**config.mk**
```make
export PLATFORM = sky130hd
export DESIGN_NAME = frame_envelope_follower
export DESIGN_NICKNAME = d
export VERILOG_FILES = /design/src/rtl/core/fef_pkg.sv /design/src/rtl/core/frame_envelope_follower.sv /design/src/rtl/core/fef_serial_div.sv /design/src/rtl/core/fef_history.sv
export SDC_FILE = /design/constraint.sdc
export NUM_CORES = 1
export LEC_CHECK = 0
export BUFFER_PORTS_ARGS = -buffer_cell sky130_fd_sc_hd__buf_4
export CORE_MARGIN = 2
export CORE_UTILIZATION = 29
export CTS_CLUSTER_DIAMETER = 40
export DETAILED_ROUTE_END_ITERATION = 7
export PLACE_DENSITY = 0.52
export SLEW_MARGIN = 20
export SYNTH_ARGS = -nofsm -noshare
export SYNTH_HDL_FRONTEND = slang
export SYNTH_HIERARCHICAL = 1
export SYNTH_SLANG_ARGS = --single-unit
```
**constraint.sdc**
```tcl
create_clock -name clk_i -period 6 [get_ports clk_i]
set_input_delay 0.3 -clock clk_i [delete_from_list [all_inputs] [get_ports clk_i]]
set_output_delay 0.3 -clock clk_i [all_outputs]
set_load 0.05 [all_outputs]
```
**src/rtl/core/fef_pkg.sv**
```systemverilog
// fef_pkg: shared types, constants and helpers of the frame envelope follower.
// No dependencies; imported by every module under rtl/core.
`timescale 1ns / 1ps

package fef_pkg;

  // defaults for the top-level parameters
  localparam int HISTORY_DEPTH_DEF = 8;
  localparam int SAMPLE_BITS_DEF   = 16;

  // fixed field widths
  localparam int OUT_W = 16;  // frame_mean / envelope
  localparam int LEN_W = 13;  // frame_length register
  localparam int POS_W = 12;  // samples taken in the current frame

  localparam logic [LEN_W-1:0] MAX_FRAME     = 13'd4096;
  localparam logic [LEN_W-1:0] FRAME_LEN_RST = 13'd735;

  typedef enum logic [2:0] {
    ST_ACCUM,      // taking samples
    ST_DIV_MEAN,   // accumulator / frame length
    ST_ENV_START,  // history sum settled, start second division
    ST_DIV_ENV,    // history sum / depth
    ST_WAIT_OUT    // result ready, output register still occupied
  } fef_state_e;

  typedef struct packed {
    logic busy;
    logic done;   // one-cycle pulse, quotient valid
  } fef_div_sts_t;

  // zero counts as one, anything above the maximum saturates
  function automatic logic [LEN_W-1:0] fef_eff_len(logic [LEN_W-1:0] raw);
    logic [LEN_W-1:0] len;
    len = raw;
    if (raw == '0) begin
      len = LEN_W'(1);
    end else if (raw > MAX_FRAME) begin
      len = MAX_FRAME;
    end
    return len;
  endfunction

endpackage

```
**src/rtl/core/frame_envelope_follower.sv**
```systemverilog
// Frame envelope follower: mean absolute value per frame plus moving average.
// After the frame-closing request the serial divider runs twice (frame mean, then
//   history sum / depth) before the result is loaded into the output register.
// Throughput: one sample per cycle inside a frame; at each frame end the slave
//   side stalls while the divider runs and until the output register is free.
// Reset (rst_ni low, async): frame_length 735, accumulator, position and history zero.
`timescale 1ns / 1ps

module frame_envelope_follower import fef_pkg::*; #(
  parameter int HISTORY_DEPTH = HISTORY_DEPTH_DEF,  // 1..64
  parameter int SAMPLE_BITS   = SAMPLE_BITS_DEF     // 8..24
) (
  input  logic                               clk_i,
  input  logic                               rst_ni,
  // configuration: frame_length
  input  logic                               cfg_wr_en_i,
  input  logic [LEN_W-1:0]                   cfg_wr_data_i,
  // sample stream; tdata: [SAMPLE_BITS-1:0] sample (signed), rest zero
  input  logic                               s_axis_tvalid,
  output logic                               s_axis_tready,
  input  logic [((SAMPLE_BITS+7)/8)*8-1:0]   s_axis_tdata,
  // result stream; tdata: [15:0] frame_mean, [31:16] envelope
  output logic                               m_axis_tvalid,
  input  logic                               m_axis_tready,
  output logic [2*OUT_W-1:0]                 m_axis_tdata
);

  // accumulator holds up to MAX_FRAME full-scale magnitudes
  localparam int ACC_W  = SAMPLE_BITS + POS_W;
  localparam int DIV_W  = ACC_W + (ACC_W % 2);          // divider takes 2 bits/cycle
  localparam int HIST_W = (HISTORY_DEPTH > 1) ? $clog2(HISTORY_DEPTH) : 0;
  localparam int SUM_W  = SAMPLE_BITS + HIST_W;
  localparam logic [DIV_W-1:0] FULL_SCALE = DIV_W'(1) << (SAMPLE_BITS - 1);

  fef_state_e state_q, state_d;

  logic [LEN_W-1:0]       len_cfg_q;
  logic [LEN_W-1:0]       len_eff;
  logic [ACC_W-1:0]       acc_q, acc_d, acc_sum;
  logic [POS_W-1:0]       pos_q, pos_d;
  logic [LEN_W-1:0]       pos_inc;
  logic [SAMPLE_BITS-1:0] sample, mag;
  logic [SAMPLE_BITS-1:0] mean_q, mean_d;
  logic [DIV_W-1:0]       mean_sat, mean_ext;

  logic                   in_acc;
  logic                   frame_end;
  logic                   out_free;
  logic                   load_out;
  logic                   hist_push;
  logic [SUM_W-1:0]       hist_sum;

  logic                   div_start;
  logic [DIV_W-1:0]       div_dividend;
  logic [LEN_W-1:0]       div_divisor;
  fef_div_sts_t           div_sts;
  logic [DIV_W-1:0]       div_quot;

  logic                   out_valid_q;
  logic [OUT_W-1:0]       out_mean_q, out_env_q;

  // ---- configuration register ----
  always_ff @(posedge clk_i or negedge rst_ni) begin
    if (!rst_ni) begin
      len_cfg_q <= FRAME_LEN_RST;
    end else if (cfg_wr_en_i) begin
      len_cfg_q <= cfg_wr_data_i;
    end
  end

  assign len_eff = fef_eff_len(len_cfg_q);

  // ---- magnitude and frame accumulation ----
  assign sample  = s_axis_tdata[SAMPLE_BITS-1:0];
  // most negative sample maps to 2^(SAMPLE_BITS-1), full scale
  assign mag     = sample[SAMPLE_BITS-1] ? (~sample + SAMPLE_BITS'(1)) : sample;
  assign acc_sum = acc_q + ACC_W'(mag);
  assign pos_inc = LEN_W'(pos_q) + LEN_W'(1);
  assign in_acc  = s_axis_tvalid && s_axis_tready;
  // ends also when the count already went past a shortened length
  assign frame_end = (pos_inc >= len_eff);

  // quotient may exceed full scale if frame_length dropped mid-frame
  assign mean_sat = (div_quot > FULL_SCALE) ? FULL_SCALE : div_quot;
  assign mean_ext = DIV_W'(mean_q);

  assign out_free = !out_valid_q || m_axis_tready;

  // ---- control ----
  always_comb begin
    state_d      = state_q;
    s_axis_tready = 1'b0;
    div_start    = 1'b0;
    div_dividend = DIV_W'(acc_sum);
    div_divisor  = len_eff;
    hist_push    = 1'b0;
    load_out     = 1'b0;
    acc_d        = acc_q;
    pos_d        = pos_q;
    mean_d       = mean_q;
    unique case (state_q)
      ST_ACCUM: begin
        // tready is high throughout this state
        s_axis_tready = 1'b1;
        if (s_axis_tvalid) begin
          if (frame_end) begin
            div_start = 1'b1;
            acc_d     = '0;
            pos_d     = '0;
            state_d   = ST_DIV_MEAN;
          end else begin
            acc_d = acc_sum;
            pos_d = pos_inc[POS_W-1:0];
          end
        end
      end
      ST_DIV_MEAN: begin
        if (div_sts.done) begin
          mean_d    = mean_sat[SAMPLE_BITS-1:0];
          hist_push = 1'b1;
          state_d   = ST_ENV_START;
        end
      end
      ST_ENV_START: begin
        div_start    = 1'b1;
        div_dividend = DIV_W'(hist_sum);
        div_divisor  = LEN_W'(HISTORY_DEPTH);
        state_d      = ST_DIV_ENV;
      end
      ST_DIV_ENV: begin
        if (div_sts.done) begin
          if (out_free) begin
            load_out = 1'b1;
            state_d  = ST_ACCUM;
          end else begin
            state_d  = ST_WAIT_OUT;
          end
        end
      end
      ST_WAIT_OUT: begin
        // quotient register holds the envelope until the next start
        if (out_free) begin
          load_out = 1'b1;
          state_d  = ST_ACCUM;
        end
      end
      default: state_d = ST_ACCUM;
    endcase
  end

  always_ff @(posedge clk_i or negedge rst_ni) begin
    if (!rst_ni) begin
      state_q <= ST_ACCUM;
      acc_q   <= '0;
      pos_q   <= '0;
    end else begin
      state_q <= state_d;
      acc_q   <= acc_d;
      pos_q   <= pos_d;
    end
  end

  always_ff @(posedge clk_i) begin
    mean_q <= mean_d;
  end

  // ---- output register ----
  always_ff @(posedge clk_i or negedge rst_ni) begin
    if (!rst_ni) begin
      out_valid_q <= 1'b0;
    end else if (load_out) begin
      out_valid_q <= 1'b1;
    end else if (m_axis_tready) begin
      out_valid_q <= 1'b0;
    end
  end

  always_ff @(posedge clk_i) begin
    if (load_out) begin
      out_mean_q <= mean_ext[OUT_W-1:0];
      out_env_q  <= div_quot[OUT_W-1:0];
    end
  end

  assign m_axis_tvalid = out_valid_q;
  assign m_axis_tdata  = {out_env_q, out_mean_q};

  // ---- submodules ----
  fef_serial_div #(
    .DIV_W (DIV_W),
    .DVS_W (LEN_W)
  ) u_div (
    .clk_i      (clk_i),
    .rst_ni     (rst_ni),
    .start_i    (div_start),
    .dividend_i (div_dividend),
    .divisor_i  (div_divisor),
    .sts_o      (div_sts),
    .quotient_o (div_quot)
  );

  fef_history #(
    .HISTORY_DEPTH (HISTORY_DEPTH),
    .ENT_W         (SAMPLE_BITS),
    .SUM_W         (SUM_W)
  ) u_hist (
    .clk_i  (clk_i),
    .rst_ni (rst_ni),
    .push_i (hist_push),
    .mean_i (mean_d),
    .sum_o  (hist_sum)
  );

  // ---- assertions ----
  a_no_accept_busy: assert property (@(posedge clk_i) disable iff (!rst_ni)
    in_acc |-> !div_sts.busy)
    else $error("sample request taken while divider busy");

  a_done_in_div: assert property (@(posedge clk_i) disable iff (!rst_ni)
    div_sts.done |-> (state_q == ST_DIV_MEAN || state_q == ST_DIV_ENV))
    else $error("divider done outside a division state");

  a_mean_bound: assert property (@(posedge clk_i) disable iff (!rst_ni)
    (state_q == ST_ENV_START) |-> (mean_ext <= FULL_SCALE))
    else $error("frame mean above full scale");

  a_load_free: assert property (@(posedge clk_i) disable iff (!rst_ni)
    load_out |-> (!out_valid_q || m_axis_tready))
    else $error("result overwrote an unaccepted request");

endmodule

```
**src/rtl/core/fef_serial_div.sv**
```systemverilog
// fef_serial_div: restoring divider, two quotient bits per cycle.
// Depends on fef_pkg (status struct).
`timescale 1ns / 1ps

module fef_serial_div import fef_pkg::*; #(
  parameter int DIV_W = 28,  // dividend / quotient width, even
  parameter int DVS_W = 13   // divisor width
) (
  input  logic               clk_i,
  input  logic               rst_ni,
  input  logic               start_i,
  input  logic [DIV_W-1:0]   dividend_i,
  input  logic [DVS_W-1:0]   divisor_i,
  output fef_div_sts_t       sts_o,
  output logic [DIV_W-1:0]   quotient_o
);

  localparam int STEPS = DIV_W / 2;
  localparam int CNT_W = (STEPS > 1) ? $clog2(STEPS) : 1;

  logic             busy_q, busy_d;
  logic             done_q, done_d;
  logic [CNT_W-1:0] cnt_q, cnt_d;
  logic [DIV_W-1:0] shreg_q, shreg_d;
  logic [DVS_W-1:0] rem_q, rem_d;
  logic [DVS_W-1:0] dvs_q, dvs_d;

  logic [DVS_W:0]   t1, t2, s1, s2;
  logic             q1, q2;
  logic [DVS_W-1:0] r1;

  // two dependent compare/subtract steps
  always_comb begin
    t1 = {rem_q, shreg_q[DIV_W-1]};
    s1 = t1 - {1'b0, dvs_q};
    q1 = (t1 >= {1'b0, dvs_q});
    r1 = q1 ? s1[DVS_W-1:0] : t1[DVS_W-1:0];
    t2 = {r1, shreg_q[DIV_W-2]};
    s2 = t2 - {1'b0, dvs_q};
    q2 = (t2 >= {1'b0, dvs_q});
  end

  always_comb begin
    busy_d  = busy_q;
    done_d  = 1'b0;
    cnt_d   = cnt_q;
    shreg_d = shreg_q;
    rem_d   = rem_q;
    dvs_d   = dvs_q;
    if (start_i && !busy_q) begin
      busy_d  = 1'b1;
      cnt_d   = CNT_W'(STEPS - 1);
      shreg_d = dividend_i;
      rem_d   = '0;
      dvs_d   = divisor_i;
    end else if (busy_q) begin
      shreg_d = {shreg_q[DIV_W-3:0], q1, q2};
      rem_d   = q2 ? s2[DVS_W-1:0] : t2[DVS_W-1:0];
      cnt_d   = cnt_q - CNT_W'(1);
      if (cnt_q == '0) begin
        busy_d = 1'b0;
        done_d = 1'b1;
      end
    end
  end

  always_ff @(posedge clk_i or negedge rst_ni) begin
    if (!rst_ni) begin
      busy_q <= 1'b0;
      done_q <= 1'b0;
      cnt_q  <= '0;
    end else begin
      busy_q <= busy_d;
      done_q <= done_d;
      cnt_q  <= cnt_d;
    end
  end

  always_ff @(posedge clk_i) begin
    shreg_q <= shreg_d;
    rem_q   <= rem_d;
    dvs_q   <= dvs_d;
  end

  assign sts_o.busy = busy_q;
  assign sts_o.done = done_q;
  assign quotient_o = shreg_q;

  a_no_restart: assert property (@(posedge clk_i) disable iff (!rst_ni)
    start_i |-> !busy_q)
    else $error("divider started while busy");

  a_done_idle: assert property (@(posedge clk_i) disable iff (!rst_ni)
    done_q |-> !busy_q)
    else $error("divider done while still busy");

  a_rem_bound: assert property (@(posedge clk_i) disable iff (!rst_ni)
    busy_q |-> (rem_q < dvs_q))
    else $error("partial remainder not below divisor");

endmodule

```
**src/rtl/core/fef_history.sv**
```systemverilog
// fef_history: shift line of recent frame means with a running sum.
// Depends on fef_pkg.
`timescale 1ns / 1ps

module fef_history import fef_pkg::*; #(
  parameter int HISTORY_DEPTH = HISTORY_DEPTH_DEF,
  parameter int ENT_W         = SAMPLE_BITS_DEF,
  parameter int SUM_W         = SAMPLE_BITS_DEF + 3
) (
  input  logic             clk_i,
  input  logic             rst_ni,
  input  logic             push_i,
  input  logic [ENT_W-1:0] mean_i,
  output logic [SUM_W-1:0] sum_o
);

  logic [ENT_W-1:0] hist_q [HISTORY_DEPTH];
  logic [SUM_W-1:0] sum_q, sum_d;

  // oldest entry at index 0
  assign sum_d = sum_q - SUM_W'(hist_q[0]) + SUM_W'(mean_i);

  always_ff @(posedge clk_i or negedge rst_ni) begin
    if (!rst_ni) begin
      for (int i = 0; i < HISTORY_DEPTH; i++) begin
        hist_q[i] <= '0;
      end
      sum_q <= '0;
    end else if (push_i) begin
      for (int i = 0; i < HISTORY_DEPTH - 1; i++) begin
        hist_q[i] <= hist_q[i+1];
      end
      hist_q[HISTORY_DEPTH-1] <= mean_i;
      sum_q <= sum_d;
    end
  end

  assign sum_o = sum_q;

endmodule

```
Yosys cells after proc, flatten, opt, wreduce, memory -nomap -nowiden
Index checks and enable logic that the tools add are counted.
{"block": "op_classes", "add_sub_neg": 8, "order_cmp": 5, "eq_ne": 9, "muxes": 39, "n_bitwise": 1, "n_reduce_logical": 11}
{"operator": "$mux 28", "n": 4}
{"operator": "$mux 16", "n": 4}
{"operator": "$mux 13", "n": 4}
{"operator": "$add 28x16->28", "n": 1}
{"operator": "$ge 14x13->1", "n": 2}
{"operator": "$gt 28x16->1 const B", "n": 1}
{"operator": "$sub 13x13->13", "n": 2}
{"operator": "$add 19x16->19", "n": 1}
{"operator": "$sub 19x16->19", "n": 1}
{"operator": "$mux 3", "n": 6}
{"operator": "$add 16x1->16 const B", "n": 1}
{"operator": "$not 16->16", "n": 1}
{"operator": "$mux 1", "n": 15}
{"operator": "$pmux 3 s5", "n": 1}
{"operator": "$add 12x1->13 const B", "n": 1}
{"operator": "$ge 13x13->1", "n": 1}
{"operator": "$gt 13x13->1 const B", "n": 1}
{"operator": "$logic_not 13->1", "n": 1}
{"operator": "$mux 12", "n": 1}
{"operator": "$mux 4", "n": 2}
{"operator": "$eq 3x2->1 const B", "n": 2}
{"operator": "$ne 2x2->1 const B", "n": 3}
{"operator": "$reduce_and 5->1", "n": 1}
{"operator": "$logic_not 4->1", "n": 1}
{"operator": "other kinds (11)", "n": 15}
{"block": "word_totals", "regBits": 312, "in_bits": 34, "out_inout_bits": 34, "wordCells": 96}

Logic depth before layout (Yosys ltp)
Gate-level depths: netlist of the first run.
{"block": "depth", "ltp_word": 9, "depth_mapped": 23, "ltp_nobuf": 21}

Hierarchy
Netlist of the first run, hierarchy kept.
{"module": "fef_history", "n_inst": 1, "cells_per_inst": 540, "area_each_um2": 6887.9, "seq_area_each_um2": 3678.5}
{"module": "frame_envelope_follower", "n_inst": 1, "cells_per_inst": 650, "area_each_um2": 6122.1, "seq_area_each_um2": 2717.6}
{"module": "fef_serial_div", "n_inst": 1, "cells_per_inst": 340, "area_each_um2": 3742.3, "seq_area_each_um2": 1641.6}

Worst setup path after synthesis of the first run
No wires, ideal clock.
{"block": "synth_path", "path_kind": "register to register", "from": "register pos_q[0]", "to": "register u_div.shreg_q[19], in the netlist u_div/quotient_o[19], data pin", "setup_time_ns": 0.260, "t_arrival_ns": 4.333, "required_ns": 5.740, "slack_ns": 1.407, "stages_incl_launch_ff": 17, "n_path_buf": 2, "synth_period_minus_slack_ns": 4.593, "path_cell_list": "dfrtp_1 -> ha_1 -> nand2_1 -> nor3_1 -> and3_1 -> xor2_1 -> ha_1 -> a21o_1 -> a211oi_2 -> o211a_1 -> a221oi_2 -> a21oi_1 -> nor3_1 -> nor2b_1 -> buf_1 -> buf_1 -> mux2_2"}
{"block": "synth_via", "elab_chain_len": 7}
{"item": "start: declaration", "line_no": "frame_envelope_follower.sv:40", "rtl": "logic [POS_W-1:0] pos_q, pos_d;"}
{"item": "start signal: assignment", "line_no": "frame_envelope_follower.sv:159", "rtl": "pos_q <= pos_d;"}
{"item": "$add 12x1->13", "line_no": "frame_envelope_follower.sv:78", "rtl": "assign pos_inc = LEN_W'(pos_q) + LEN_W'(1);"}
{"item": "$ge 13x13->1", "line_no": "frame_envelope_follower.sv:81", "rtl": "assign frame_end = (pos_inc >= len_eff);"}
{"item": "$mux 1", "line_no": "frame_envelope_follower.sv:106", "rtl": "if (frame_end) begin"}
{"item": "$mux 1", "line_no": "frame_envelope_follower.sv:105", "rtl": "if (s_axis_tvalid) begin"}
{"item": "$pmux 1 s2", "line_no": "frame_envelope_follower.sv:101", "rtl": "unique case (state_q)"}
{"item": "net div_start", "line_no": "frame_envelope_follower.sv:53", "rtl": "logic div_start;"}
{"item": "$logic_and 1x1->1", "line_no": "fef_serial_div.sv:50", "rtl": "if (start_i && !busy_q) begin"}
{"item": "$mux 28", "line_no": "fef_serial_div.sv:50"}
{"item": "net u_div.shreg_d[19]", "line_no": "fef_serial_div.sv:24", "rtl": "logic [DIV_W-1:0] shreg_q, shreg_d;"}
{"item": "end signal: assignment", "line_no": "fef_serial_div.sv:80", "rtl": "shreg_q <= shreg_d;"}
{"item": "end: declaration", "line_no": "fef_serial_div.sv:24"}
The timed path passes the listed nets, and every way through them passes these cells.
A chain may end at the register's enable or synchronous reset.

Worst setup path in the final report of the first run
{"block": "layout_path", "from": "register u_div.shreg_q[27], in the netlist u_div/quotient_o[27]", "to": "register u_div.rem_q[1]"}
{"block": "layout_via", "elab_chain_len": 4, "elab_cells_between_ends": 6, "classes_between": "2 x add/sub; 2 x order compare; 2 x mux"}
{"item": "$sub 13x13->13 / $ge 14x13->1 (equally long branches)", "line_no": "fef_serial_div.sv:35, fef_serial_div.sv:36"}
{"item": "$mux 13 (*)", "line_no": "fef_serial_div.sv:37", "rtl": "r1 = q1 ? s1[DVS_W-1:0] : t1[DVS_W-1:0];"}
{"item": "$sub 13x13->13 / $ge 14x13->1 (equally long branches)", "line_no": "fef_serial_div.sv:39, fef_serial_div.sv:40"}
{"item": "$mux 13 (*)", "line_no": "fef_serial_div.sv:58", "rtl": "rem_d = q2 ? s2[DVS_W-1:0] : t2[DVS_W-1:0];"}
{"item": "end signal: assignment", "line_no": "fef_serial_div.sv:81", "rtl": "rem_q <= rem_d;"}
{"item": "end: declaration", "line_no": "fef_serial_div.sv:25", "rtl": "logic [DVS_W-1:0] rem_q, rem_d;"}
Mark *: on every way between the ends. The rest lies on a longest branch, timed or not.

==> results of run 1 <==
[worst max path at each step]
stage                                    start                   end  depth (start not counted)
after floorplan                       pos_q[0]  u_div/quotient_o[19]                         16
after global placement    u_div/quotient_o[27]        u_div/rem_q[1]                         20
after detailed placement            state_q[0]      u_hist/sum_o[14]                         16
after CTS                 u_div/quotient_o[27]        u_div/rem_q[1]                         20
after global routing      u_div/quotient_o[27]        u_div/rem_q[1]                         20
final                     u_div/quotient_o[27]        u_div/rem_q[1]                         20
[layer usage]
layer | vias up | track usage (%)
li1 | 5660 | -
met1 | 5712 | 17.6
met2 | 181 | 22.7
met3 | 56 | 3.05
met4 | 0 | 4.21
met5 | - | 0
[critical path, delay by kind of cell, from the launching register on]
kind	cells	cell delay [ns]
fa+ha+maj	3	0.91
simple gates	4	0.85
buf+inv	3	0.40
compound gates	8	1.80
flops	1	0.40
mux	2	0.74
[registers in the layout, summed over array words and instances (netlist names), 3 cells and up]
name / cells
u_hist/hist_q: 128
u_div/quotient_o: 28
pos_q: 12
mean_q: 16
u_div/dvs_q: 13
state_q: 3
u_div/cnt_q: 4
u_hist/sum_o: 19
acc_q: 28
out_env_q: 16
u_div/rem_q: 13
len_cfg_q: 13
out_mean_q: 16
[through the flow]
| stage | util, % | instance area, µm² |
|---|---|---|
| finish | 34.9 | 20000 |
| global route | 34.9 | 20000 |
| CTS | 34.9 | 20000 |
| detailed placement | 31.4 | 18000 |
| global placement | 31.4 | 18000 |
| floorplan | - | 16700 |
[power by group]
| group | switching [mW] | internal [mW] | total, mW |
|---|---|---|---|
| Clock | 1.14 | 1.90 | 3.04 |
| Sequential | 0.374 | 2.58 | 2.96 |
| Combinational | 2.48 | 1.84 | 4.32 |
[layout by cell type (no fill, tap or decap), drive strengths merged, types with 16 or more instances in the layout]
cell    count
a21oi      87
a22o       22
and3       16
buf        79
clkbuf     66
dfrtp     202
dfxtp      29
edfxtp     73
fa         19
ha         78
inv       128
mux2      178
nand2     147
nand3      24
nand4      16
nor2       64
nor3       27
o21ai      75
o31ai      17
xnor2      55
xor2       26
[cell type report]
| cell class | instances | area, µm² |
|---|---|---|
| Fill cell | 5680 | 37300 |
| Sequential cell | 312 | 8040 |
| Multi-Input combinational cell | 1040 | 8000 |
| Clock buffer | 66 | 1470 |
| Tap cell | 765 | 957 |
| Timing Repair Buffer | 94 | 771 |
| Inverter | 117 | 444 |
| Clock inverter | 34 | 362 |
[what timing repair did]
action                                 CTS  global route
buffers inserted                         0             0
endpoints found under the hold margin  109             0
hold buffers                            15             0
==> results.cfg, run 1 <==
[critical_path]
critPathLaunchType = flop
crit_slowest_cell = and2_1
timing.rr.start = u_div/quotient_o[27]
cp_max_fo = 16
arrival_ns = 5.69
critical_path_class = reg -> reg
r2r_cells = 20
reg2reg_slack_ns = 0.81
crit_chain = inv_1 > ha_1 > inv_1 > fa_1 > nand3_1 > a21oi_2 > o311ai_4 > nand3_1 > and2_1 > mux2_2 > ha_1 > a211oi_1 > nor2_1 > o41ai_1 > a21oi_1 > o22a_1 > a311oi_2 > buf_4 > mux2_1 > o22ai_1
required_ns = 6.50
r2r_end = u_div/rem_q[1]
crit_path_end_kind = flop
max_stage_delay_ns = 0.42

[route]
drc = 0
vias = 11600
met1Wirelength_um = 18300
routed-wl-met2_um = 19000
routed-wl-met3_um = 1680
wl_per_cell_um = 16.5
drt-total-wl_um = 39900
vias_per_cell = 4.78
ant_nets = 0
dr.pass1.iters = 5
drtIter0Drc = 721
routed.top_layer = met4

[min_path]
hold_start = m_axis_tready
holdPathEnd = m_axis_tvalid
whs_path_depth = 4
min_path_type = in -> reg

[sta]
setup_violations = 0
whs_ns = 0.0424
fmax_mhz = 193
worst_pin_slew_ns = 0.925
tns_ns = 0
slew_violations = 0
setup_slack_ns = 0.811
final-hold-violation-count = 0
fin_crit_ns = 5.19
period_share_pct = 86.5
finClkSkew_ns = 0.0278
slew_headroom_pct = 38.2
rsz0062_at_grt = no

[layout]
finalNonFillerCells = 2428
area_growth_pct = 19.7
n_antenna_cell = 0
drive_above_1_share_pct = 23.3
layout.nets = 1749

[clock_tree]
clk_pin_slew_ns = 0.06
clk_latency_ns = 0.59
cts_tree = built
post_cts_resized = 0
clock_tree.buffer_depth = 3
cts_buffers = 53
cts_root_buf = clkbuf_16
cts.htree.levels = 2
clock_sinks = 312

[die]
die_height_um = 244
rows = 88
die_w_um = 244
die_area_um2 = 59700
coreArea_um2 = 57400
io_pins = 68
start_util_pct = 29.2

[place]
hpwlAfterDp_um = 28700
post-place-ws_ns = 0.865
place_inst = 2312
place_congestion = 0.870
portBuffers = 67

[yosys]
synth.avg_cell_area_um2 = 11.0
ys_warn_count = 6
syn_inst = 1529
synth_nets = 1660
mappedNetlistArea_um2 = 16700

[grt]
grt_max_degree = 107
grt_first_pass_wirelength_um = 64700
grt-ovfl-total = 0
grt_pass1_vias = 11900
antenna_found_initial = 0
track_usage_pct = 13.6

[power]
power_mw = 10.3
peakVddDrop_mv = 0.340
p_leak_nw = 8.91
power.density_nw_per_um2 = 514

[job]
maxCapViolCount = 0

[outcome]
outcome = finished, final reports clean
(Power assumes the default switching activity.)
==> inputs of run 2 (changes only) <==
--- a/config.mk
+++ b/config.mk
@@ -5,11 +5,13 @@
 export SDC_FILE = /design/constraint.sdc
 export NUM_CORES = 1
 export LEC_CHECK = 0
+export ABC_CLOCK_PERIOD_IN_PS = 6000
 export BUFFER_PORTS_ARGS = -buffer_cell sky130_fd_sc_hd__buf_4
 export CORE_MARGIN = 2
 export CORE_UTILIZATION = 29
 export CTS_CLUSTER_DIAMETER = 40
 export DETAILED_ROUTE_END_ITERATION = 7
+export HOLD_SLACK_MARGIN = 0.08
 export PLACE_DENSITY = 0.52
 export SLEW_MARGIN = 20
 export SYNTH_ARGS = -nofsm -noshare
==> run 2 against run 1 <==
Against the previous run: clock power hardly changed; design area rose by 0.20%; combinational power hardly changed; register-to-register slack is essentially flat; count of clock-buffer cells in the layout is the same; critical path depth did not move; clock skew shrank 0.00053 ns; final cell count is 0.16% higher; critical endpoint unchanged.
==> results.cfg, run 2 (synthesis gave the netlist of run 1 again) <==
[sta]
setup_violations = 0
slew_headroom_pct = 38.4
finClkSkew_ns = 0.0273
final-hold-violation-count = 0
rsz0062_at_grt = no
fin_crit_ns = 5.18
fmax_mhz = 193
worst_pin_slew_ns = 0.924
slew_violations = 0
tns_ns = 0
period_share_pct = 86.3

[layout]
n_antenna_cell = 0
drive_above_1_share_pct = 23.2
layout_common_cells = 202 x dfrtp_1, 177 x mux2_2, 145 x nand2_1, 115 x inv_1, 82 x a21oi_1
finalNonFillerCells = 2432
largest_register_ffs = 128
regMostFlops = u_hist/hist_q
layout.nets = 1753
mostFrequentLayoutCell = dfrtp_1
area_growth_pct = 19.9

[power]
p_leak_nw = 8.93
power.density_nw_per_um2 = 514
peakVddDrop_mv = 0.339

[route]
drtIter0Drc = 726
dr.pass1.iters = 5
drc = 0
vias_per_cell = 4.78
drt-total-wl_um = 40000
wl_per_cell_um = 16.4
ant_nets = 0
vias = 11600

[clock_tree]
cts.htree.levels = 2
clk_latency_ns = 0.59
clock_tree.buffer_depth = 3
cts_tree = built
cts_root_buf = clkbuf_16
post_cts_resized = 0
cts_setup_buffers = 0
cts_buffers = 53
clock_sinks = 312
clk_pin_slew_ns = 0.05

[critical_path]
r2r_end = u_div/rem_q[1]
reg2reg_slack_ns = 0.82
arrival_ns = 5.68
r2r_cells = 20
crit_path_end_kind = flop
cp_max_fo = 16
critPathLaunchType = flop
crit_path_end = u_div/rem_q[1]
required_ns = 6.50
worstSetupStartpoint = u_div/quotient_o[27]
timing.rr.start = u_div/quotient_o[27]
critical_path_class = reg -> reg

[outcome]
outcome = finished, final reports clean

[grt]
grt-ovfl-total = 0
grt_max_degree = 107
grt_pass1_vias = 11900
antenna_found_initial = 0
track_usage_pct = 13.6
grt_first_pass_wirelength_um = 64800

[place]
place_congestion = 0.870
place_inst = 2312
portBuffers = 67
hpwlAfterDp_um = 28700

[min_path]
min_path_type = in -> reg

[die]
coreArea_um2 = 57400
start_util_pct = 29.2
rows = 88
die_height_um = 244
io_pins = 68
die_w_um = 244
die_area_um2 = 59700

[job]
maxCapViolCount = 0
-- run 2: cell count changes in the layout (fill, tap and decap cells not counted) --
cell,delta
dlygate4sd3_1,+4
-- run 2: through the flow --
stage / power, mW / setup slack (ns) / hold slack [ns] / instance area, µm² / util [%]
floorplan: 6.19 / 1.41 / 0.00441 / 16700 / -
global placement: 7.24 / 0.963 / 0.423 / 18000 / 31.4
detailed placement: 7.28 / 0.865 / 0.415 / 18000 / 31.4
CTS: 10.4 / 0.845 / 0.0970 / 20100 / 35.0
global route: 11.1 / 0.399 / 0.121 / 20100 / 35.0
finish: 10.3 / 0.824 / 0.124 / 20100 / 35.0
-- run 2: worst min path at each step --
stage,start,to,slack (ns),cells after the start
after floorplan,rst_ni,acc_q[0],0.004,0
after CTS,cfg_wr_en_i,len_cfg_q[3],0.1,2
after detailed placement,mean_q[8],out_mean_q[8],0.41,0
final,cfg_wr_en_i,len_cfg_q[4],0.12,2
after global routing,cfg_wr_en_i,len_cfg_q[7],0.12,2
after global placement,mean_q[11],out_mean_q[11],0.42,0
-- run 2: per-layer routing --
layer  track usage (%)  vias up  wire length [µm]
li1                  -     5668                 -
met1              17.6     5721             18200
met2              22.7      178             19100
met3              3.05       56              1710
met4              4.21        0               963
met5                 0        -                 0
-- run 2: power by group --
group	total [mW]	internal, mW	leakage (nW)	switching [mW]
logic	4.32	1.84	4.26	2.48
registers	2.96	2.58	3.78	0.373
clock network	3.04	1.90	0.883	1.13
total	10.3	6.33	8.93	3.99
-- run 2: cell type report --
| type | count | area [µm²] |
|---|---|---|
| Fill cell | 5679 | 37300 |
| Multi-Input combinational cell | 1040 | 8000 |
| Timing Repair Buffer | 98 | 811 |
| Clock buffer | 66 | 1470 |
| Tap cell | 765 | 957 |
| Inverter | 117 | 444 |
| Clock inverter | 34 | 362 |
| Sequential cell | 312 | 8040 |
-- run 2: timing repair --
item / CTS / global route
hold buffers: 19 / 0
endpoints found under the hold margin: 111 / 0
endpoints found under the setup margin: 0 / 0
-- run 2: worst max-delay path, stage by stage, from the launching register on --
cell and delay, ns:
edfxtp_1 0.40, inv_1 0.08, ha_1 0.16, inv_1 0.05, fa_1 0.41, nand3_1 0.16
a21oi_2 0.10, o311ai_4 0.30, nand3_1 0.17, and2_1 0.42, mux2_2 0.40, ha_1 0.34
a211oi_1 0.26, nor2_1 0.10, o41ai_1 0.38, a21oi_1 0.17, o22a_1 0.23, a311oi_2 0.23
buf_4 0.27, mux2_1 0.34, o22ai_1 0.12
